$ cat config.mk
export PLATFORM = sky130hd
export DESIGN_NAME = setq_wait_div
export DESIGN_NICKNAME = d
export VERILOG_FILES = /design/src/rtl/setq_pkg.sv /design/src/rtl/setq_wait_div.sv
export SDC_FILE = /design/constraint.sdc
export NUM_CORES = 1
export LEC_CHECK = 0
export BUFFER_PORTS_ARGS = -buffer_cell sky130_fd_sc_hd__buf_2
export CORE_ASPECT_RATIO = 1.25
export CORE_UTILIZATION = 40
export CTS_CLUSTER_SIZE = 25
export DETAILED_ROUTE_END_ITERATION = 6
export PLACE_DENSITY = 0.6
export SYNTH_ARGS = -nofsm -noshare
export SYNTH_HDL_FRONTEND = slang
export SYNTH_SLANG_ARGS = --single-unit
export TNS_END_PERCENT = 20
$ cat constraint.sdc
create_clock -name clk -period 7.72 [get_ports clk]
set_input_delay 1.158 -clock clk [delete_from_list [all_inputs] [get_ports clk]]
set_output_delay 1.158 -clock clk [all_outputs]
set_load 0.02 [all_outputs]
$ cat src/rtl/setq_pkg.sv
// shared types and constants of the sorted event timer queue
package setq_pkg;

  localparam int QUEUE_DEPTH = 16;
  localparam int ID_WIDTH    = 32;
  localparam int CNT_W       = $clog2(QUEUE_DEPTH + 1);
  localparam int TIME_W      = 48;
  localparam int DEADLINE_W  = 49;
  localparam int DELAY_W     = 32;
  localparam int WAIT_W      = 31;
  localparam int REM_W       = 50;
  localparam int STEP_W      = 5;
  localparam int US_PER_MS   = 1000;

  // operation codes
  localparam logic [1:0] OP_SCHEDULE = 2'd0;
  localparam logic [1:0] OP_CANCEL   = 2'd1;
  localparam logic [1:0] OP_FIND     = 2'd2;
  localparam logic [1:0] OP_CHECK    = 2'd3;

  // cell commands
  localparam logic [1:0] CELL_HOLD = 2'd0;
  localparam logic [1:0] CELL_INS  = 2'd1;
  localparam logic [1:0] CELL_DEL  = 2'd2;
  localparam logic [1:0] CELL_POP  = 2'd3;

  typedef struct packed {
    logic [1:0]          operation;
    logic [TIME_W-1:0]   now_us;
    logic [DELAY_W-1:0]  delay_us;
    logic [ID_WIDTH-1:0] handler_id;
    logic [ID_WIDTH-1:0] argument_id;
    logic                has_argument;
    logic                heavy;
  } in_t;

  typedef struct packed {
    logic                kind;
    logic [ID_WIDTH-1:0] fired_handler;
    logic [ID_WIDTH-1:0] fired_argument;
    logic                found;
    logic                queue_idle;
    logic [WAIT_W-1:0]   wait_ms;
    logic                queue_full;
    logic                last;
  } out_t;

  typedef struct packed {
    logic [DEADLINE_W-1:0] deadline;
    logic [ID_WIDTH-1:0]   handler;
    logic [ID_WIDTH-1:0]   argument;
    logic                  heavy;
  } entry_t;

  typedef struct packed {
    logic [1:0]          mode;
    entry_t              new_entry;
    logic [ID_WIDTH-1:0] key_handler;
    logic [ID_WIDTH-1:0] key_argument;
    logic                wild;
  } cell_ctl_t;

endpackage

$ cat src/rtl/setq_wait_div.sv
// wait in milliseconds: saturating division by 1000 as a reciprocal product over the two halves of the dividend
module setq_wait_div (
  input  logic                          clk,
  input  logic                          rst_n,
  input  logic                          start,
  input  logic [setq_pkg::REM_W-1:0]    dividend,
  output logic                          busy,
  output logic [setq_pkg::WAIT_W-1:0]   quotient
);
  import setq_pkg::*;

  // x / 1000 = (x >> 3) / 125, exact for x below the saturation limit
  localparam int Y_W     = 38;
  localparam int HALF_W  = 19;
  localparam int RECIP_W = 39;
  localparam int PROD_W  = 58;
  localparam int SUM_W   = 77;
  localparam int SHIFT   = 45;

  localparam logic [REM_W-1:0]   SAT_LIMIT = REM_W'(US_PER_MS) << WAIT_W;
  localparam logic [RECIP_W-1:0] RECIP     = 39'd281474976711;

  logic [Y_W-1:0]    y_r, y_nxt;
  logic [PROD_W-1:0] lo_r, lo_nxt;
  logic [PROD_W-1:0] hi_r, hi_nxt;
  logic [WAIT_W-1:0] q_r, q_nxt;
  logic [STEP_W-1:0] cnt_r, cnt_nxt;
  logic [HALF_W-1:0] mul_in;
  logic [PROD_W-1:0] prod;
  logic [SUM_W-1:0]  sum;

  assign busy     = (cnt_r != '0);
  assign quotient = q_r;

  // one half of the scaled dividend per cycle through a single multiplier
  assign mul_in = (cnt_r == STEP_W'(3)) ? y_r[HALF_W-1:0] : y_r[Y_W-1:HALF_W];
  assign prod   = PROD_W'(mul_in) * PROD_W'(RECIP);
  assign sum    = {hi_r, {HALF_W{1'b0}}} + SUM_W'(lo_r);

  // start saturates or loads the scaled dividend; then low product, high product, then combine and shift
  always_comb begin
    y_nxt   = y_r;
    lo_nxt  = lo_r;
    hi_nxt  = hi_r;
    q_nxt   = q_r;
    cnt_nxt = cnt_r;
    if (start) begin
      if (dividend >= SAT_LIMIT) begin
        q_nxt   = '1;
        cnt_nxt = '0;
      end else begin
        y_nxt   = dividend[Y_W+2:3];
        cnt_nxt = STEP_W'(3);
      end
    end else if (busy) begin
      cnt_nxt = cnt_r - STEP_W'(1);
      unique case (cnt_r)
        STEP_W'(3): lo_nxt = prod;
        STEP_W'(2): hi_nxt = prod;
        default:    q_nxt  = sum[SHIFT+WAIT_W-1:SHIFT];
      endcase
    end
  end

  always_ff @(posedge clk) begin
    if (!rst_n) begin
      cnt_r <= '0;
    end else begin
      cnt_r <= cnt_nxt;
    end
    y_r  <= y_nxt;
    lo_r <= lo_nxt;
    hi_r <= hi_nxt;
    q_r  <= q_nxt;
  end

endmodule

==> summary.txt, run 1 <==
Clock network
  • Clk Latency, worst-skew pair: 0.48 ns
  • Num CTS Buffers: 17
  • CTS Hold Bufs: 0
  • CTS root buffer: clkbuf_16
  • Setup bufs post-CTS: 0
  • Clk sink count: 170
  • CTS tree: built
  • Worst-case clock buffer depth: 2
  • Clock transition at the registers of the reported paths: 0.08 ns
  • H-tree Lvls: 4

Critical path
  • CP max FO: 9
  • Worst EP required: 7.95 ns
  • Arrival @ worst endpoint: ~7.6 ns
  • Crit path launch type: flip-flop
  • Crit path kind: reg -> reg
  • Slack of the worst reg-to-reg path: 0.36 ns
  • Crit. End Element: flip-flop

Synth
  • Number of distinct library cells after synthesis: 77
  • Syn nets: 2349
  • Yosys top cell by area: edfxtp_1
  • Sequential-to-total area share from yosys stat: 0.266
  • Post-synth EDFFs: 165
  • Top post-synthesis cells by area: edfxtp_1 26%, fa_1 24%, ha_1 18%
  • FFs w/ async S/R, synth: 0
  • Primary FF master, synth: edfxtp_1
  • Synth cell count leaders: 437 x inv_1, 277 x ha_1, 230 x fa_1
  • Syn Std Cell Area: 19000 um2
  • Synth warnings: 0
  • Top-count cell post-synth: inv_1
  • Mean area per synthesized cell: 10.6 um2
  • Top-area cell type share of the netlist area: 0.260
  • Syn Inst Count: about 1800
  • Seq cells post-synth: 170

Timing
  • Final Hold Viols: 0
  • Unrepaired setup endpoints after global routing: false
  • Pins Over Slew Limit: 0
  • Final setup skew: 0.0156 ns
  • Max-slew headroom: 0.348
  • Crit path time final: roughly 7.4 ns
  • Tightest Pin Transition: around 1 ns
  • Final setup violating endpoints: 0
  • Maximum clock rate: 136 MHz
  • Final Cycle Share: 0.954

Route
  • DR DRC count: 0
  • Vias post-DR: 12825
  • Routed met3 length: roughly 1.1 mm
  • Met2 routed WL: 25.9 mm
  • Via/cell ratio: 4.88
  • Initial DRT Pass Iterations: 5
  • Avg WL per Cell: between 15 and 20 um
  • Antenna viol nets, final: 0
  • First DRT Iteration DRCs: 540
  • Total Routed Length: 49.4 mm
  • Met1 Wirelength: 20.3 mm
  • Top Layer Used: met4

GRT
  • Vias in the first global route: 13739
  • First-pass GRT wire length: 76.9 mm
  • Initial antenna violation count: 0
  • Largest net degree at the start of global routing: 58
  • All-Layer GR Usage: 0.215
  • Total grt overflow: 0

Power and ir drop
  • Power Internal: 0.00448 W
  • Pwr per Cell Area: 395 nW/um2
  • Lkg Pwr: ~10 nW
  • Peak supply drop: 373 uV
  • Logic gate share of total power: 0.714
  • Clock power share: 0.107
  • Sequential Power Share: 0.179
  • Sw Ratio: 0.479
  • Switching power of the nets: 0.00411 W

Die
  • Core area: 47100 um2
  • Num rows: 89
  • Die H: ~250 um
  • Die ar.: approximately 48000 um2
  • Die Span X: roughly 200 um
  • Io pins: 85
  • Initial core utilization: 0.404

Final layout
  • Fin util: 0.461
  • Final #Nets: approximately 2500
  • Area Growth Syn to Fin: 14.2%
  • Post-route cell area: 21700 um2
  • Layout cell share with drive strength beyond 1: 0.142

Flow run
  • Max-capacitance violation count: 0

Placed design
  • DP HPWL: roughly 43 mm
  • Post-Place Cell Area: around 21000 um2
  • GP Congestion: 0.958
  • Number of port buffers: ~80

Min path
  • Hold WC Path Type: reg -> reg

Run status
  • Status: finished, final reports clean
[critical path: stages, from the launching register on]
cell and delay [ns]:
dfxtp_1 0.34, nor3_2 0.23, and2_4 0.25, buf_6 0.18, buf_12 0.16, mux2i_2 0.25
inv_1 0.15, buf_4 0.20, ha_1 0.31, inv_1 0.08, fa_1 0.53, inv_1 0.07
fa_1 0.52, fa_1 0.45, fa_1 0.54, inv_1 0.05, fa_1 0.58, inv_1 0.06
ha_1 0.38, nand4_1 0.16, o41a_1 0.47, o2111ai_1 0.12, buf_4 0.16, nand3_2 0.09
nand2_2 0.13, a2111oi_4 0.08, maj3_1 0.40, xnor2_2 0.16
[state kept, by name, indices dropped and copies added (netlist names)]
name      count
hi_r         57
cnt_r         5
y_r          38
lo_r         39
quotient     31
[routing by layer]
metal	vias to the layer above	global-route usage
met3	80	0.0188
met2	240	0.399
met5	-	0
met1	6212	0.246
li1	6293	-
met4	0	0.102
[stage by stage]
stage                     hold WS [ns]  TNS [ns]  instances  power [W]  setup slack (ns)
final                            0.504         0       2626    0.00859             0.356
after global routing             0.527         0       2625    0.00926           0.00579
after CTS                        0.480         0       2625    0.00861            0.0137
after detailed placement         0.469     -1.59       2593    0.00766            -0.171
after global placement           0.453    -0.468       2593    0.00760           -0.0794
after floorplan                  0.445         0       1789    0.00546             0.306
[repair_timing]
item,4_1_cts,5_1_grt
endpoints found under the setup margin,27,39
gates resized for setup,2,14
pin swaps,0,0
[area by class of cell]
class	count	area [um2]
Inverter	438	1640
Clock buffer	17	425
Clock inverter	15	211
Fill cell	4447	25400
Multi-Input combinational cell	1147	12300
Tap cell	637	797
Antenna cell	1	2.50
Sequential cell	170	5050
Timing Repair Buffer	201	1320
[worst paths after layout]
check | startpoint | to | cells past startpoint
worst max-delay path | cnt_r[4]$_SDFFE_PN0P_ | hi_r[56]$_DFFE_PP_ | 27
worst min-delay path | cnt_r[4]$_SDFFE_PN0P_ | cnt_r[4]$_SDFFE_PN0P_ | 2
worst max register to register | cnt_r[4]$_SDFFE_PN0P_ | hi_r[56]$_DFFE_PP_ | 27
worst min register to register | cnt_r[4]$_SDFFE_PN0P_ | cnt_r[4]$_SDFFE_PN0P_ | 2
[power by group through the flow]
stage	registers, W	clock network (W)	logic [W]
5_1_grt	0.00155	0.000964	0.00675
4_1_cts	0.00154	0.000935	0.00614
2_1_floorplan	0.00159	0	0.00387
3_3_place_gp	0.00156	0	0.00604
3_5_place_dp	0.00156	0	0.00610
6_report	0.00154	0.000917	0.00613
[cells by family (layout without fill, tap and decap cells)]
family | after synthesis | count (layout) | share of synthesized area
buffers and inverters | 472 | 671 | 0.0939
DFF | 170 | 170 | 0.266
muxes | 26 | 26 | 0.0139
and+or+nand+nor | 261 | 261 | 0.0683
AOI/OAI and AO/OA | 282 | 282 | 0.101
other | 0 | 1 | 0
xor gates and xnor gates | 70 | 70 | 0.0322
adders and majority gates | 508 | 508 | 0.425
[layout by cell type (no fill, tap or decap), types with 23 or more instances in the layout]
| cell type | netlist | layout |
|---|---|---|
| fa_1 | 230 | 230 |
| ha_1 | 277 | 274 |
| buf_2 | 6 | 81 |
| xnor2_1 | 48 | 47 |
| edfxtp_1 | 165 | 165 |
| buf_4 | 0 | 118 |
| nand2_1 | 64 | 64 |
| a21oi_1 | 90 | 90 |
| a21o_1 | 58 | 58 |
| inv_1 | 437 | 436 |
| nor2_1 | 64 | 63 |
| o21ai_0 | 29 | 29 |
| nor3_1 | 24 | 23 |
Note: power is estimated with default switching activity, not from simulation.
==> run 2: changes to the inputs <==
--- a/config.mk
+++ b/config.mk
@@ -8,6 +8,7 @@
 export BUFFER_PORTS_ARGS = -buffer_cell sky130_fd_sc_hd__buf_2
 export CORE_ASPECT_RATIO = 1.25
 export CORE_UTILIZATION = 40
+export CTS_BUF_LIST = sky130_fd_sc_hd__clkbuf_8
 export CTS_CLUSTER_SIZE = 25
 export DETAILED_ROUTE_END_ITERATION = 6
 export PLACE_DENSITY = 0.6
==> run 2 against run 1 <==
Fmax is 0.13% lower. Combinational power hardly changed. Setup slack worse by 0.0095 ns. Hold slack better by 0.013 ns. Sequential share of layout area is 0.20 points higher. Via count is 0.48% lower. Total power is 2.6% lower. Die area stayed put. Sequential cell count stayed put. Clock skew is 0.011 ns higher. Utilization is 0.39 points lower. Clock-buffer cell count stayed put. Largest cell class unchanged. Highest routed layer unchanged.
==> summary.txt, run 2 (synthesized netlist as in run 1, its figures left out) <==
Run status
  • Status: finished, final reports clean (unchanged)

Min path
  • Hold WC Path Type: reg -> reg (unchanged)
  • Worst Hold Path EP: cnt_r[4]$_SDFFE_PN0P_ (unchanged)
  • Hold path startpoint: cnt_r[4]$_SDFFE_PN0P_ (unchanged)
  • Hold Path Stages: 2 (unchanged)

GRT
  • Most used routing layer: met2 (unchanged)
  • Initial antenna violation count: 1 (was 0)
  • First-pass GRT wire length: 76.5 mm (was 76.9 mm)
  • Total grt overflow: 0 (unchanged)
  • Met1 Use GR: 0.246 (about the same)
  • GR Util met2: 0.397 (was 0.399)
  • Met3 usage: 0.0185 (was 0.0188)
  • All-Layer GR Usage: 0.214 (was 0.215)
  • Largest net degree at the start of global routing: 58 (unchanged)
  • Vias in the first global route: 13683 (was 13739)

Timing
  • Final setup violating endpoints: 0 (unchanged)
  • Crit path time final: 7.37 ns (was 7.36 ns)
  • Hold WS: 0.517 ns (was 0.504 ns)
  • Final setup skew: 0.0261 ns (was 0.0156 ns)
  • Maximum clock rate: 136 MHz (about the same)
  • Max-slew headroom: 0.347 (was 0.348)
  • Tightest Pin Transition: 0.980 ns (was 0.979 ns)
  • Final Hold Viols: 0 (unchanged)
  • Pins Over Slew Limit: 0 (unchanged)
  • Final Cycle Share: 0.955 (was 0.954)
  • Unrepaired setup endpoints after global routing: false (unchanged)

Final layout
  • Layout cell share with drive strength beyond 1: 0.143 (was 0.142)
  • Area Growth Syn to Fin: 13.2% (was 14.2%)
  • Max reg flops: 57 (unchanged)
  • Fillers: 4481 (was 4447)
  • Biggest register: hi_r (unchanged)
  • Fin util: 0.457 (was 0.461)
  • Final #Nets: 2536 (was 2535)
  • Biggest regs: hi_r x57, lo_r x39, y_r x38 (unchanged)
  • Commonest cells after routing, fill and taps aside: 436 x inv_1, 274 x ha_1, 230 x fa_1, 165 x edfxtp_1, 119 x buf_4 (was 436 x inv_1, 274 x ha_1, 230 x fa_1, 165 x edfxtp_1, 118 x buf_4)
  • Commonest non-fill, non-tap cell in the layout: inv_1 (unchanged)

Power and ir drop
  • Pwr per Cell Area: 388 nW/um2 (was 395 nW/um2)
  • Lkg Pwr: 10.4 nW (about the same)
  • Peak supply drop: 373 uV (about the same)

Critical path
  • R2R cell count: 27 (unchanged)
  • CP max FO: 9 (unchanged)
  • Arrival @ worst endpoint: 7.67 ns (was 7.59 ns)
  • Slack of the worst reg-to-reg path: 0.35 ns (was 0.36 ns)
  • R2r startpoint: cnt_r[4]$_SDFFE_PN0P_ (unchanged)
  • Crit path launch type: flip-flop (unchanged)
  • Crit. End Element: flip-flop (unchanged)
  • Reg2Reg Capture Point: hi_r[56]$_DFFE_PP_ (unchanged)
  • Crit path kind: reg -> reg (unchanged)
  • Worst EP required: 8.02 ns (was 7.95 ns)

Clock network
  • Clock transition at the registers of the reported paths: 0.12 ns (was 0.08 ns)
  • CTS tree: built (unchanged)
  • H-tree Lvls: 4 (unchanged)
  • Num CTS Buffers: 17 (unchanged)
  • Clk Latency, worst-skew pair: 0.55 ns (was 0.48 ns)
  • Worst-case clock buffer depth: 2 (unchanged)
  • Clk sink count: 170 (unchanged)
  • CTS root buffer: clkbuf_8 (was clkbuf_16)

Die
  • Core area: 47100 um2 (unchanged)
  • Io pins: 85 (unchanged)
  • Die Span X: 197 um (unchanged)
  • Die H: 246 um (unchanged)
  • Initial core utilization: 0.404 (unchanged)
  • Die ar.: 48400 um2 (unchanged)
  • Num rows: 89 (unchanged)

Placed design
  • Number of port buffers: 81 (unchanged)
  • DP HPWL: 43.3 mm (unchanged)
  • GP Congestion: 0.958 (unchanged)

Route
  • Total Routed Length: 49.2 mm (was 49.4 mm)
  • Vias post-DR: 12764 (was 12825)
  • Via/cell ratio: 4.86 (was 4.88)
  • Initial DRT Pass Iterations: 4 (was 5)
  • First DRT Iteration DRCs: 591 (was 540)
  • Antenna viol nets, final: 0 (unchanged)
  • DR DRC count: 0 (unchanged)
  • Avg WL per Cell: 18.7 um (was 18.8 um)

Flow run
  • Max-capacitance violation count: 0 (unchanged)
-- run 2: cell types whose count changed in the layout (fill, tap and decap cells not counted), sizes merged --
| cell | change |
|---|---|
| buf | +1 |
-- run 2: how the worst max path moves through the flow --
| stage | slack (ns) | cells past startpoint | startpoint | endpoint |
|---|---|---|---|---|
| after floorplan | 0.31 | 26 | cnt_r[2]$_SDFFE_PN0P_ | hi_r[56]$_DFFE_PP_ |
| after global placement | -0.08 | 24 | cnt_r[4]$_SDFFE_PN0P_ | lo_r[55]$_DFFE_PP_ |
| after detailed placement | -0.17 | 24 | cnt_r[4]$_SDFFE_PN0P_ | lo_r[55]$_DFFE_PP_ |
| after CTS | 0.009 | 26 | cnt_r[4]$_SDFFE_PN0P_ | hi_r[55]$_DFFE_PP_ |
| after global routing | 0.003 | 27 | cnt_r[4]$_SDFFE_PN0P_ | hi_r[56]$_DFFE_PP_ |
| final | 0.35 | 27 | cnt_r[4]$_SDFFE_PN0P_ | hi_r[56]$_DFFE_PP_ |
-- run 2: area by class of cell --
cell class	count	area, um2	area share
antenna	1	2.50	0.000116
clock buffer	17	234	0.0109
clock inverter	15	211	0.00982
inverter	438	1640	0.0763
multi-input combinational	1147	12300	0.569
sequential	170	5050	0.235
tap	637	797	0.0370
timing repair buffer	202	1330	0.0618
-- run 2: repair_timing --
| item | in CTS | in global routing |
|---|---|---|
| hold buffers | 0 | 0 |
| endpoints found under the setup margin | 27 | 41 |
| cloned | 0 | 0 |
| pin swaps | 0 | 1 |
| setup buffers | 0 | 1 |
| gates resized for setup | 2 | 14 |
-- run 2: per-layer routing --
metal / up-vias / part of all wire / wire [um]
li1: 6284 / - / -
met3: 71 / 0.022 / 1080
met1: 6190 / 0.41 / 20400
met2: 219 / 0.52 / 25700
met4: 0 / 0.042 / 2060
met5: - / 0 / 0
-- run 2: critical path, cell delays in order (launching register included) --
cell and delay, ns:
dfxtp_1 0.35, nor3_2 0.23, and2_4 0.25, buf_6 0.18, buf_12 0.16, mux2i_2 0.25
inv_1 0.15, buf_4 0.20, ha_1 0.31, inv_1 0.08, fa_1 0.54, inv_1 0.07
fa_1 0.52, fa_1 0.45, fa_1 0.54, inv_1 0.05, fa_1 0.57, inv_1 0.06
ha_1 0.38, nand4_1 0.16, o41a_1 0.47, o2111ai_1 0.12, buf_4 0.16, nand3_2 0.08
nand2_2 0.13, a2111oi_4 0.08, maj3_1 0.40, xnor2_2 0.16
-- run 2: through the flow --
stage | cells | instance area, um2 | setup WS (ns) | setup TNS (ns) | total power (W)
floorplan | 1789 | 19000 | 0.306 | 0 | 0.00546
global placement | 2593 | 21000 | -0.0794 | -0.468 | 0.00760
detailed placement | 2593 | 21000 | -0.171 | -1.59 | 0.00766
CTS | 2625 | 21500 | 0.00906 | 0 | 0.00839
global route | 2627 | 21500 | 0.00319 | 0 | 0.00906
finish | 2627 | 21500 | 0.347 | 0 | 0.00837
-- run 2: power by group --
group,switching [W],internal (W)
clock,0.000443,0.000258
sequential,0.0000219,0.00152
combinational,0.00361,0.00252
total,0.00407,0.00430
