<file path="src/rtl/setq_pkg.sv">
// shared types and constants of the sorted event timer queue
package setq_pkg;

  localparam int QUEUE_DEPTH = 16;
  localparam int ID_WIDTH    = 32;
  localparam int CNT_W       = $clog2(QUEUE_DEPTH + 1);
  localparam int TIME_W      = 48;
  localparam int DEADLINE_W  = 49;
  localparam int DELAY_W     = 32;
  localparam int WAIT_W      = 31;
  localparam int REM_W       = 50;
  localparam int STEP_W      = 5;
  localparam int US_PER_MS   = 1000;

  // operation codes
  localparam logic [1:0] OP_SCHEDULE = 2'd0;
  localparam logic [1:0] OP_CANCEL   = 2'd1;
  localparam logic [1:0] OP_FIND     = 2'd2;
  localparam logic [1:0] OP_CHECK    = 2'd3;

  // cell commands
  localparam logic [1:0] CELL_HOLD = 2'd0;
  localparam logic [1:0] CELL_INS  = 2'd1;
  localparam logic [1:0] CELL_DEL  = 2'd2;
  localparam logic [1:0] CELL_POP  = 2'd3;

  typedef struct packed {
    logic [1:0]          operation;
    logic [TIME_W-1:0]   now_us;
    logic [DELAY_W-1:0]  delay_us;
    logic [ID_WIDTH-1:0] handler_id;
    logic [ID_WIDTH-1:0] argument_id;
    logic                has_argument;
    logic                heavy;
  } in_t;

  typedef struct packed {
    logic                kind;
    logic [ID_WIDTH-1:0] fired_handler;
    logic [ID_WIDTH-1:0] fired_argument;
    logic                found;
    logic                queue_idle;
    logic [WAIT_W-1:0]   wait_ms;
    logic                queue_full;
    logic                last;
  } out_t;

  typedef struct packed {
    logic [DEADLINE_W-1:0] deadline;
    logic [ID_WIDTH-1:0]   handler;
    logic [ID_WIDTH-1:0]   argument;
    logic                  heavy;
  } entry_t;

  typedef struct packed {
    logic [1:0]          mode;
    entry_t              new_entry;
    logic [ID_WIDTH-1:0] key_handler;
    logic [ID_WIDTH-1:0] key_argument;
    logic                wild;
  } cell_ctl_t;

endpackage

</file>
<file path="src/rtl/setq_cell.sv">
// one queue slot: holds an entry, shifts with its neighbours on insert and removal
module setq_cell (
  input  logic               clk,
  input  setq_pkg::cell_ctl_t ctl,
  input  setq_pkg::entry_t   prev_entry,
  input  setq_pkg::entry_t   next_entry,
  input  logic               occ,
  input  logic               later_in,
  input  logic               seen_in,
  output setq_pkg::entry_t   entry,
  output logic               later_out,
  output logic               seen_out
);
  import setq_pkg::*;

  entry_t entry_r;
  entry_t entry_nxt;
  logic   match;

  assign entry = entry_r;

  // new deadline goes before this slot, or slot is free
  assign later_out = !occ || (ctl.new_entry.deadline < entry_r.deadline);

  // key compare, wildcard argument on cancel with null argument
  assign match = occ && (entry_r.handler == ctl.key_handler) &&
                 (ctl.wild || (entry_r.argument == ctl.key_argument));
  assign seen_out = seen_in || match;

  // slot update
  always_comb begin
    entry_nxt = entry_r;
    unique case (ctl.mode)
      CELL_INS: begin
        if (later_in) entry_nxt = prev_entry;
        else if (later_out) entry_nxt = ctl.new_entry;
      end
      CELL_DEL: begin
        if (seen_out) entry_nxt = next_entry;
      end
      CELL_POP: begin
        if (seen_in) entry_nxt = next_entry;
      end
      default: entry_nxt = entry_r;
    endcase
  end

  always_ff @(posedge clk) begin
    entry_r <= entry_nxt;
  end

endmodule

</file>
<file path="config.mk">
export PLATFORM = sky130hd
export DESIGN_NAME = setq_cell
export DESIGN_NICKNAME = d
export VERILOG_FILES = /design/src/rtl/setq_pkg.sv /design/src/rtl/setq_cell.sv
export SDC_FILE = /design/constraint.sdc
export NUM_CORES = 1
export LEC_CHECK = 0
export BUFFER_PORTS_ARGS = -buffer_cell sky130_fd_sc_hd__buf_2
export CAP_MARGIN = 10
export CORE_AREA = 2 2 206 208
export CTS_CLUSTER_SIZE = 40
export DETAILED_ROUTE_END_ITERATION = 16
export DIE_AREA = 0 0 208 210
export GPL_TIMING_DRIVEN = 0
export PLACE_DENSITY = 0.38
export SETUP_SLACK_MARGIN = 0.3
export SLEW_MARGIN = 10
export SYNTH_ARGS = -nofsm -noshare
export SYNTH_HDL_FRONTEND = slang
export SYNTH_SLANG_ARGS = --single-unit
export TNS_END_PERCENT = 30
</file>
<file path="constraint.sdc">
create_clock -name clk -period 6.1 [get_ports clk]
set_input_delay 0.305 -clock clk [delete_from_list [all_inputs] [get_ports clk]]
set_output_delay 0.305 -clock clk [all_outputs]
set_load 0.01 [all_outputs]
</file>
==> results of run 1 <==
-- kinds of logic (layout without fill, tap and decap cells) --
kind of cell    count (synthesis)  after routing  synth area share [%]
xor+xnor                       62             62                  7.17
other cells                     0              6                     0
mux                           114            114                  14.9
buf+inv                        89            652                  4.43
simple gates                  172            172                  9.96
compound gates                160            160                  11.2
flops                         114            114                  44.6
fa+ha+maj                      48             48                  7.82
-- worst register-to-register path, cell delays in order (launching register included) --
cell      delay [ns]
edfxtp_1        0.40
inv_1           0.07
ha_1            0.23
a21o_1          0.16
a31oi_1         0.13
o21ai_0         0.18
a221o_1         0.38
a31oi_1         0.29
o21a_1          0.23
a311o_2         0.54
buf_12          0.26
buf_12          0.24
-- through the flow --
step / hold slack, ns / instances / power, mW / cell area, um2 / util (%)
CTS: 0.116 / 1861 / 2.73 / 11600 / 28.0
global placement: 0.586 / 1825 / 1.72 / 11000 / 26.5
global route: 0.141 / 1866 / 2.82 / 11600 / 28.1
floorplan: 0.496 / 759 / 1.34 / 7680 / -
finish: 0.151 / 1867 / 2.67 / 11600 / 28.1
detailed placement: 0.587 / 1829 / 1.72 / 11100 / 26.7
-- area by class of cell --
type,instances,area share (%)
clock inverters,13,1.02
diodes,6,0.129
inverters,51,1.64
flip-flops and latches,114,29.4
plain buffers,38,1.28
clock buffers,19,3.72
multi-input cells,556,33.6
well taps,539,5.79
repair buffers,531,23.4
-- synth_stat cells --
cell       instances  area (um2)
xnor2_1           49         429
xor2_2             1        16.3
nor3_1             2        10.0
o2bb2ai_1          1        8.76
a311o_1            1        10.0
nor4_2             2        25.0
nand3_1            4        20.0
buf_1              5        18.8
nand4_1           20         125
mux2i_1          114        1140
buf_2              5        25.0
nor2_1             5        18.8
o211ai_1           1        7.51
xor2_1            12         105
and4_1             2        17.5
a21o_1             5        37.5
nand2_1          129         484
a31oi_1            2        12.5
nor4b_2            1        15.0
clkbuf_1          28         105
a221o_1            1        10.0
a211oi_1           2        15.0
ha_1              48         601
a21oi_1           19        95.1
nor4_1             5        31.3
a221oi_1           2        17.5
o21ai_0          122         611
nand2b_1           1        6.26
o21a_1             1        7.51
edfxtp_1         114        3420
o2111ai_1          1        8.76
or4_4              1        11.3
inv_1             51         191
o21bai_1           1        7.51
a32oi_1            1        8.76
-- layer usage --
metal / share of wire [%] / GRT usage (%) / vias up
met5: 0.054 / 0 / -
met4: 2.1 / 6.04 / 4
met3: 6.8 / 4.65 / 35
met2: 50 / 29.3 / 338
met1: 41 / 19.6 / 3603
li1: - / - / 3845
-- power by group --
| group | leakage [nW] | total (mW) | switching (mW) | internal [mW] |
|---|---|---|---|---|
| logic | 4.21 | 0.665 | 0.365 | 0.300 |
| registers | 1.12 | 1.02 | 0.0542 | 0.969 |
| clock network | 0.266 | 0.985 | 0.393 | 0.592 |
| total | 5.61 | 2.67 | 0.812 | 1.86 |
-- cell usage in the layout, fill, tap and decap left out, types with 6 or more instances in the layout --
cell	count
diode_2	6
edfxtp_1	114
clkbuf_16	17
ha_1	48
clkbuf_1	30
a21oi_1	19
nand4_1	20
inv_1	51
buf_2	532
o21ai_0	122
xor2_1	12
nand2_1	129
xnor2_1	49
mux2i_1	114
-- path summary, 6_finish.rpt --
check                       from                    to  slack [ns]  depth (start not counted)
max          entry[67]$_DFFE_PP_   entry[30]$_DFFE_PP_        2.68                         11
min               next_entry[52]   entry[52]$_DFFE_PP_        0.15                          3
max reg2reg  entry[67]$_DFFE_PP_   entry[30]$_DFFE_PP_        2.68                         11
min reg2reg  entry[37]$_DFFE_PP_  entry[106]$_DFFE_PP_        1.53                          5
==> metrics.json, run 1 <==
{
  "final.setup.tns": {"value": 0, "unit": "ns"},
  "min-delay-path-class": {"value": "primary input to flop"},
  "critical_path.slowest_cell": {"value": "a311o_2"},
  "synth_nets": {"value": 1220},
  "post_drt_wl_per_cell": {"value": 19.9, "unit": "um"},
  "wp_data_required": {"value": 6.23, "unit": "ns"},
  "firstDrtPassIters": {"value": 5},
  "postSynthAreaPerCell": {"value": 10.1, "unit": "um2"},
  "synth_sequential_area_ratio": {"value": 44.6, "unit": "%"},
  "critical_path_peak_fanout": {"value": 30},
  "detail_route.drc_violations": {"value": 0},
  "clkLatencyLatePin": {"value": 0.43, "unit": "ns"},
  "core-area": {"value": 41500, "unit": "um2"},
  "grt_first_pass_wirelength": {"value": 53400, "unit": "um"},
  "critical_path.top_delay_family": {"value": "compound AO/OA/AOI/OAI gates"},
  "tritoncts.num_buffers": {"value": 17},
  "ctsRootBufferMaster": {"value": "clkbuf_16"},
  "overflow_left_after_global_routing": {"value": 0},
  "largest_register_ff_count": {"value": 114},
  "max-cap-violations": {"value": 0},
  "synthesis.instances": {"value": 759},
  "layout_setup_ws": {"value": 2.68, "unit": "ns"},
  "hold_buffers": {"value": 0},
  "cts.repair.resized": {"value": 0},
  "syn-cell-area": {"value": 7680, "unit": "um2"},
  "groute.usage.overall": {"value": 16.8, "unit": "%"},
  "fmax": {"value": 292, "unit": "MHz"},
  "h-tree-depth": {"value": 4},
  "rsz0062_at_grt": {"value": "no"},
  "relSlewSlack": {"value": 30.1, "unit": "%"},
  "synth-seq-cells": {"value": 114},
  "setup.worst_path.class": {"value": "flop to flop"},
  "final_antenna_net_count": {"value": 0},
  "drt-vias-per-instance": {"value": 4.19},
  "chipWidth": {"value": 208, "unit": "um"},
  "io-pin-count": {"value": 529},
  "peakVddDrop": {"value": 0.000134, "unit": "V"},
  "grt_pass1_vias": {"value": 8363},
  "die_ht": {"value": 210, "unit": "um"},
  "cts_tree": {"value": "done"},
  "outcome": {"value": "finished, final reports clean"},
  "post_cts_buffers": {"value": 0},
  "min_period_over_period": {"value": 56.1, "unit": "%"},
  "multi_input_area": {"value": 3920, "unit": "um2"},
  "layout.nets": {"value": 1770},
  "fin_crit": {"value": 3.42, "unit": "ns"},
  "effective_utilization_at_floorplan": {"value": 18.5, "unit": "%"},
  "cp_num_buf_inv": {"value": 3},
  "cellLeakagePower": {"value": 5.61, "unit": "nW"},
  "power_density": {"value": 230, "unit": "nW/um2"},
  "count_of_input_and_output_buffers": {"value": 527},
  "clkSlewWorstSetupHoldPaths": {"value": 0.06, "unit": "ns"},
  "tightest_slew": {"value": 1.05, "unit": "ns"},
  "syn_to_final_growth": {"value": 51.7, "unit": "%"},
  "routed_wirelength": {"value": 37100, "unit": "um"},
  "yosysUniqueCellTypes": {"value": 35},
  "crit_path_end_kind": {"value": "flop"},
  "post_route_cells_drive_above_1_share": {"value": 43.0, "unit": "%"},
  "place_ws": {"value": 2.54, "unit": "ns"},
  "final.fill_count": {"value": 4532},
  "synth_warnings": {"value": 0},
  "report.final.setup_viol": {"value": 0},
  "critical_path.startpoint_type": {"value": "flop"},
  "hpwlAfterDp": {"value": 31100, "unit": "um"},
  "path_cells": {"value": "inv_1 > ha_1 > a21o_1 > a31oi_1 > o21ai_0 > a221o_1 > a31oi_1 > o21a_1 > a311o_2 > buf_12 > buf_12"},
  "cts.sinks": {"value": 114},
  "clock_path_buffers": {"value": 2},
  "arrival_worst_endpoint": {"value": 3.55, "unit": "ns"},
  "max_stage_delay": {"value": 0.53, "unit": "ns"},
  "route.vias.total": {"value": 7825},
  "grt_antenna_before_repair": {"value": 10},
  "timing_hold_violations_final": {"value": 0},
  "gp_congestion": {"value": 0.891},
  "timing.clock.skew": {"value": 0.00976, "unit": "ns"},
  "maxSlewViolCount": {"value": 0},
  "core.rowCount": {"value": 75},
  "seqCellArea": {"value": 3420, "unit": "um2"},
  "dr.first_iter.drc_count": {"value": 303},
  "grt_max_degree": {"value": 33},
  "dieArea": {"value": 43700, "unit": "um2"}
}
(Power assumes the default switching activity.)
==> run 2, diff against run 1 <==
clock period = 3.23 ns   (was 6.1 ns; I/O delays follow)
==> metrics.json, run 2 (synthesis gave the netlist of run 1 again) <==
{
  "ctsRootBufferMaster": {"value": "clkbuf_16"},
  "grt_pass1_vias": {"value": 8769},
  "tightest_slew": {"value": 1.02, "unit": "ns"},
  "maxSlewViolCount": {"value": 0},
  "gp_congestion": {"value": 0.932},
  "count_of_input_and_output_buffers": {"value": 527},
  "core.rowCount": {"value": 75},
  "die_ht": {"value": 210, "unit": "um"},
  "hold-path-cell-count": {"value": 3},
  "cts_tree": {"value": "done"},
  "min_period_over_period": {"value": 94.1, "unit": "%"},
  "fin_area": {"value": 12700, "unit": "um2"},
  "critical_path_peak_fanout": {"value": 6},
  "timing.reg2reg.worst_path_depth": {"value": 10},
  "outcome": {"value": "finished, final reports clean"},
  "report.final.setup_viol": {"value": 0},
  "max-cap-violations": {"value": 0},
  "worst-r2r-setup-slack": {"value": 0.19, "unit": "ns"},
  "place_ws": {"value": -0.242, "unit": "ns"},
  "path_cells": {"value": "xnor2_1 > nand4_1 > nor4_2 > nand4_1 > or4_4 > nor4_4 > a311o_2 > buf_12 > buf_16 > clkbuf_16"},
  "setup.worst_path.start": {"value": "entry[52]$_DFFE_PP_"},
  "fin_total_pwr": {"value": 5.21, "unit": "mW"},
  "overflow_left_after_global_routing": {"value": 0},
  "max_stage_delay": {"value": 0.56, "unit": "ns"},
  "timing_hold_violations_final": {"value": 0},
  "detailroute.wirelength.met2": {"value": 19700, "unit": "um"},
  "setup.worst_path.class": {"value": "flop to flop"},
  "fraction_of_power_consumed_by_the_clock_network": {"value": 34.9, "unit": "%"},
  "power_density": {"value": 409, "unit": "nW/um2"},
  "dr.first_iter.drc_count": {"value": 326},
  "detail_route.drc_violations": {"value": 0},
  "regToRegEndpoint": {"value": "entry[32]$_DFFE_PP_"},
  "cp_num_buf_inv": {"value": 3},
  "post_drt_wl_per_cell": {"value": 19.8, "unit": "um"},
  "arrival_worst_endpoint": {"value": 3.19, "unit": "ns"},
  "h-tree-depth": {"value": 4},
  "core-area": {"value": 41500, "unit": "um2"},
  "fmax": {"value": 329, "unit": "MHz"},
  "effective_utilization_at_floorplan": {"value": 18.5, "unit": "%"},
  "fin_crit": {"value": 3.04, "unit": "ns"},
  "grt_first_pass_wirelength": {"value": 55200, "unit": "um"},
  "placed_instance_area": {"value": 11100, "unit": "um2"},
  "io-pin-count": {"value": 529},
  "rsz0062_at_grt": {"value": "yes"},
  "critical_path.slowest_cell": {"value": "or4_4"},
  "grt_max_degree": {"value": 17},
  "chipWidth": {"value": 208, "unit": "um"},
  "clkLatencyLatePin": {"value": 0.43, "unit": "ns"},
  "clock_path_buffers": {"value": 2},
  "routed-wl-met3": {"value": 2320, "unit": "um"},
  "final.setup.tns": {"value": 0, "unit": "ns"},
  "timing.clock.skew": {"value": 0.00943, "unit": "ns"},
  "groute.usage.overall": {"value": 17.2, "unit": "%"},
  "post_route_cells_drive_above_1_share": {"value": 41.8, "unit": "%"},
  "routed_wirelength": {"value": 38500, "unit": "um"},
  "capturing_element_of_the_worst_setup_path": {"value": "entry[32]$_DFFE_PP_"},
  "wp_data_required": {"value": 3.38, "unit": "ns"},
  "layout_setup_ws": {"value": 0.190, "unit": "ns"},
  "final.fill_count": {"value": 4532},
  "most-common-layout-cells": {"value": "532 x buf_2, 129 x nand2_1, 120 x o21ai_0"},
  "relSlewSlack": {"value": 32.2, "unit": "%"},
  "path_common_cell": {"value": "nand4_1"},
  "crit_path_end_kind": {"value": "flop"},
  "sw_share": {"value": 29.8, "unit": "%"},
  "routed.top_layer": {"value": "met5"},
  "tritoncts.num_buffers": {"value": 17},
  "combinationalPowerShare": {"value": 27.8, "unit": "%"},
  "p_sw": {"value": 1.55, "unit": "mW"},
  "syn_to_final_growth": {"value": 65.7, "unit": "%"},
  "final_antenna_net_count": {"value": 0},
  "critical_path.startpoint_type": {"value": "flop"},
  "hpwlAfterDp": {"value": 31300, "unit": "um"},
  "seq_power_share": {"value": 37.3, "unit": "%"},
  "dieArea": {"value": 43700, "unit": "um2"},
  "critical_path.top_delay_family": {"value": "simple AND/OR/NAND/NOR gates"},
  "peakVddDrop": {"value": 0.000289, "unit": "V"},
  "route.vias.total": {"value": 8163},
  "firstDrtPassIters": {"value": 4},
  "drt-vias-per-instance": {"value": 4.18},
  "fin_worst_hold_slack": {"value": 0.0306, "unit": "ns"},
  "grt_antenna_before_repair": {"value": 3},
  "cellLeakagePower": {"value": 6.10, "unit": "nW"},
  "layout.nets": {"value": 1860},
  "cts.sinks": {"value": 114},
  "largest_register_ff_count": {"value": 114},
  "leading_cell_type_in_the_layout_fill_and_taps_excluded": {"value": "buf_2"},
  "clkSlewWorstSetupHoldPaths": {"value": 0.06, "unit": "ns"},
  "power_report.internal_total": {"value": 3.65, "unit": "mW"},
  "wl_met1": {"value": 15800, "unit": "um"},
  "min-delay-path-class": {"value": "primary input to flop"},
  "worstReg2RegStart": {"value": "entry[52]$_DFFE_PP_"},
  "cp.depth": {"value": 10}
}
==> run 2: cell count changes in the layout (fill, tap and decap cells not counted), sizes merged <==
cell	before	now
bufbuf	0	2
dlygate4sd3	0	68
buf	541	557
clkbuf	47	52
diode	6	2
clkinvlp	2	0
clkinv	9	8
==> run 2: timing repair <==
| item | in CTS | in global routing |
|---|---|---|
| hold buffers | 68 | 0 |
| endpoints found under the hold margin | 68 | 0 |
| resized for setup | 7 | 1 |
| gates cloned | 4 | 4 |
| buffers inserted | 9 | 5 |
| setup endpoints to repair | 115 | 115 |
| pin swaps | 4 | 6 |
==> run 2: cell type report <==
cell class	instances	area [um2]	share of cell area, %
timing repair buffer	621	3780	29.7
tap	539	674	5.30
sequential	114	3420	26.9
inverter	51	191	1.50
buffer	38	149	1.17
multi-input combinational	556	3970	31.2
clock inverter	10	93.8	0.738
antenna	2	5.00	0.0393
clock buffer	20	437	3.43
==> run 2: layer usage <==
| metal | global-route usage (%) | vias up |
|---|---|---|
| li1 | - | 4026 |
| met1 | 19.9 | 3754 |
| met2 | 31.2 | 349 |
| met3 | 4.50 | 32 |
| met4 | 4.99 | 2 |
| met5 | 0 | - |
==> run 2: worst min path at each step <==
stage	to	startpoint
floorplan	entry[0]$_DFFE_PP_	next_entry[0]
global placement	entry[1]$_DFFE_PP_	next_entry[1]
detailed placement	entry[18]$_DFFE_PP_	next_entry[18]
CTS	entry[97]$_DFFE_PP_	next_entry[97]
global route	entry[96]$_DFFE_PP_	next_entry[96]
finish	entry[97]$_DFFE_PP_	next_entry[97]
==> run 2: worst register-to-register path, stage by stage (launching register included) <==
cell and delay, ns:
edfxtp_1 0.45, xnor2_1 0.19, nand4_1 0.21, nor4_2 0.38, nand4_1 0.16, or4_4 0.56, nor4_4 0.14, a311o_2 0.22
buf_12 0.14, buf_16 0.14, clkbuf_16 0.18
==> run 2: power groups by stage <==
| stage | Sequential, mW | Combinational (mW) | Clock (mW) |
|---|---|---|---|
| after floorplan | 2.02 | 0.517 | 0 |
| after global placement | 1.99 | 1.25 | 0 |
| after detailed placement | 1.97 | 1.28 | 0 |
| after CTS | 1.94 | 1.43 | 1.90 |
| after global routing | 1.96 | 1.59 | 1.95 |
| final | 1.94 | 1.45 | 1.82 |
==> run 2: through the flow <==
stage	util [%]	instances
after floorplan	-	759
after global placement	26.5	1825
after detailed placement	26.8	1829
after CTS	30.3	1940
after global routing	30.7	1951
final	30.7	1951
==> run 3, diff against run 2 <==
ABC_AREA = 1   (was default)
CORE_AREA = 2 2 205 207   (was 2 2 206 208)
DIE_AREA = 0 0 207 209   (was 0 0 208 210)
PLACE_DENSITY = 0.4   (was 0.38)
==> metrics.json, run 3 <==
{
  "cts.repair.resized": {"value": 0},
  "tritoncts.num_buffers": {"value": 17},
  "path_common_cell": {"value": "nand2_1"},
  "peakVddDrop": {"value": 0.000280, "unit": "V"},
  "h-tree-depth": {"value": 4},
  "route.vias.total": {"value": 9451},
  "power_density": {"value": 416, "unit": "nW/um2"},
  "largest_register_ff_count": {"value": 114},
  "count_of_input_and_output_buffers": {"value": 526},
  "synth_most_common_cell": {"value": "nand2_1"},
  "synth-edff-count": {"value": 114},
  "dominantRegCellSynth": {"value": "edfxtp_1"},
  "core-area": {"value": 41300, "unit": "um2"},
  "syn_to_final_growth": {"value": 49.0, "unit": "%"},
  "chipWidth": {"value": 207, "unit": "um"},
  "leading_cell_type_in_the_layout_fill_and_taps_excluded": {"value": "buf_2"},
  "final.setup.tns": {"value": 0, "unit": "ns"},
  "critical_path.top_delay_family": {"value": "simple AND/OR/NAND/NOR gates"},
  "synth-seq-cells": {"value": 114},
  "yosysUniqueCellTypes": {"value": 30},
  "synth.top_cells.by_count": {"value": "271 x nand2_1, 245 x a21oi_1, 154 x nor2_1, 115 x inv_1, 114 x edfxtp_1"},
  "postSynthAreaPerCell": {"value": 7.48, "unit": "um2"},
  "crit_path_end_kind": {"value": "flop"},
  "wp_data_required": {"value": 3.36, "unit": "ns"},
  "critical_path_peak_fanout": {"value": 26},
  "cellLeakagePower": {"value": 6.13, "unit": "nW"},
  "grt_antenna_before_repair": {"value": 17},
  "tightest_slew": {"value": 0.642, "unit": "ns"},
  "wl_met1": {"value": 16300, "unit": "um"},
  "grt_pass1_vias": {"value": 9616},
  "fmax": {"value": 378, "unit": "MHz"},
  "most-common-layout-cells": {"value": "547 x buf_2, 271 x nand2_1, 245 x a21oi_1"},
  "overflow_left_after_global_routing": {"value": 0},
  "effective_utilization_at_floorplan": {"value": 19.7, "unit": "%"},
  "max_stage_delay": {"value": 0.37, "unit": "ns"},
  "critical_path.slowest_cell": {"value": "edfxtp_1"},
  "synth_nets": {"value": 1546},
  "clkSlewWorstSetupHoldPaths": {"value": 0.06, "unit": "ns"},
  "max-cap-violations": {"value": 0},
  "post_route_cells_drive_above_1_share": {"value": 36.4, "unit": "%"},
  "post-route-util": {"value": 29.3, "unit": "%"},
  "core.rowCount": {"value": 75},
  "rsz0062_at_grt": {"value": "no"},
  "synthesis.instances": {"value": 1085},
  "die_ht": {"value": 209, "unit": "um"},
  "critical_path.startpoint_type": {"value": "flop"},
  "place_ws": {"value": 0.00891, "unit": "ns"},
  "groute.usage.overall": {"value": 18.5, "unit": "%"},
  "synth_top_area_share": {"value": 42.2, "unit": "%"},
  "yosysTopAreaCell": {"value": "edfxtp_1"},
  "cts.sinks": {"value": 114},
  "routed_wirelength": {"value": 40600, "unit": "um"},
  "netlist_top_cells_area": {"value": "edfxtp_1 42%, a21oi_1 15%, nand2_1 13%"},
  "drt-vias-per-instance": {"value": 4.30},
  "maxSlewViolCount": {"value": 0},
  "relSlewSlack": {"value": 57.2, "unit": "%"},
  "ctsRootBufferMaster": {"value": "clkbuf_16"},
  "firstDrtPassIters": {"value": 5},
  "timing_hold_violations_final": {"value": 0},
  "timing.clock.skew": {"value": 0.00920, "unit": "ns"},
  "layout_setup_ws": {"value": 0.582, "unit": "ns"},
  "cp_num_buf_inv": {"value": 3},
  "synth_sequential_area_ratio": {"value": 42.2, "unit": "%"},
  "arrival_worst_endpoint": {"value": 2.78, "unit": "ns"},
  "post_drt_wl_per_cell": {"value": 18.5, "unit": "um"},
  "layout.nets": {"value": 2098},
  "detail_route.drc_violations": {"value": 0},
  "path_cells": {"value": "inv_1 > ha_1 > a21o_1 > nor2_1 > nand2_1 > nand2_1 > nand3_1 > nand2_1 > nand2_1 > nand4_1 > nand2_1 > nor2_4 > buf_12 > buf_12"},
  "routed.top_layer": {"value": "met5"},
  "cts_tree": {"value": "done"},
  "grt_first_pass_wirelength": {"value": 59000, "unit": "um"},
  "dr.first_iter.drc_count": {"value": 593},
  "setup.worst_path.class": {"value": "flop to flop"},
  "clkLatencyLatePin": {"value": 0.43, "unit": "ns"},
  "post_cts_buffers": {"value": 3},
  "outcome": {"value": "finished, final reports clean"},
  "grt_max_degree": {"value": 27},
  "min-delay-path-class": {"value": "primary input to flop"},
  "hold_buffers": {"value": 0},
  "syn-cell-area": {"value": 8120, "unit": "um2"},
  "ys_async_sr_fraction": {"value": 0, "unit": "%"},
  "detailroute.wirelength.met2": {"value": 20300, "unit": "um"},
  "hpwlAfterDp": {"value": 33800, "unit": "um"},
  "min_period_over_period": {"value": 82.0, "unit": "%"},
  "routed-wl-met3": {"value": 3230, "unit": "um"},
  "gp_congestion": {"value": 0.935},
  "fin_total_pwr": {"value": 5.04, "unit": "mW"},
  "fin_crit": {"value": 2.65, "unit": "ns"},
  "report.final.setup_viol": {"value": 0},
  "final_antenna_net_count": {"value": 0},
  "clock_path_buffers": {"value": 2},
  "dieArea": {"value": 43300, "unit": "um2"},
  "io-pin-count": {"value": 529},
  "synth_warnings": {"value": 0}
}
-- run 3: per-layer routing --
metal,GRT usage (%),vias to the layer above
met2,32.6,419
met3,5.74,46
met1,21.5,4310
met4,5.12,6
met5,0,-
li1,-,4670
-- run 3: power by group --
group | leakage, nW | switching, mW | total, mW | internal [mW]
logic | 4.75 | 0.747 | 1.30 | 0.550
registers | 1.11 | 0.0919 | 1.91 | 1.82
clock network | 0.263 | 0.708 | 1.83 | 1.12
total | 6.13 | 1.55 | 5.04 | 3.49
-- run 3: path summary, 6_finish.rpt --
check	from	to	slack, ns	cells after the start
max reg2reg	entry[73]$_DFFE_PP_	entry[36]$_DFFE_PP_	0.58	14
min reg2reg	entry[59]$_DFFE_PP_	entry[64]$_DFFE_PP_	1.40	10
min	next_entry[69]	entry[69]$_DFFE_PP_	0.05	3
max	entry[73]$_DFFE_PP_	entry[36]$_DFFE_PP_	0.58	14
-- run 3: logic make-up (layout without fill, tap and decap cells) --
logic type	Yosys count	after routing	synth area share, %
and+or+nand+nor	450	450	21.8
xor gates and xnor gates	31	31	3.35
adders and majority gates	48	48	7.40
AOI/OAI and AO/OA	268	268	16.8
other	0	9	0
DFF	114	114	42.2
buffers and inverters	174	739	8.51
-- run 3: worst register-to-register path: stages (launching register included) --
cell and delay, ns:
edfxtp_1 0.37, inv_1 0.07, ha_1 0.24, a21o_1 0.19, nor2_1 0.12, nand2_1 0.06, nand2_1 0.05, nand3_1 0.14
nand2_1 0.13, nand2_1 0.08, nand4_1 0.07, nand2_1 0.08, nor2_4 0.23, buf_12 0.23, buf_12 0.25
-- run 3: area by class of cell --
type	count	area, um2
clock inverter	8	86.3
sequential	114	3420
timing repair buffer	533	2740
fill	4668	29200
clock buffer	24	452
antenna	9	22.5
multi-input combinational	797	4010
buffer	50	225
inverter	124	467
tap	539	674
-- run 3: stage by stage --
stage	instance area, um2	std cells	hold WS, ns
2_1_floorplan	8120	1085	0.391
3_3_place_gp	11400	2150	0.483
3_5_place_dp	11500	2154	0.486
4_1_cts	12100	2189	0.0175
5_1_grt	12100	2195	0.0298
6_report	12100	2198	0.0488
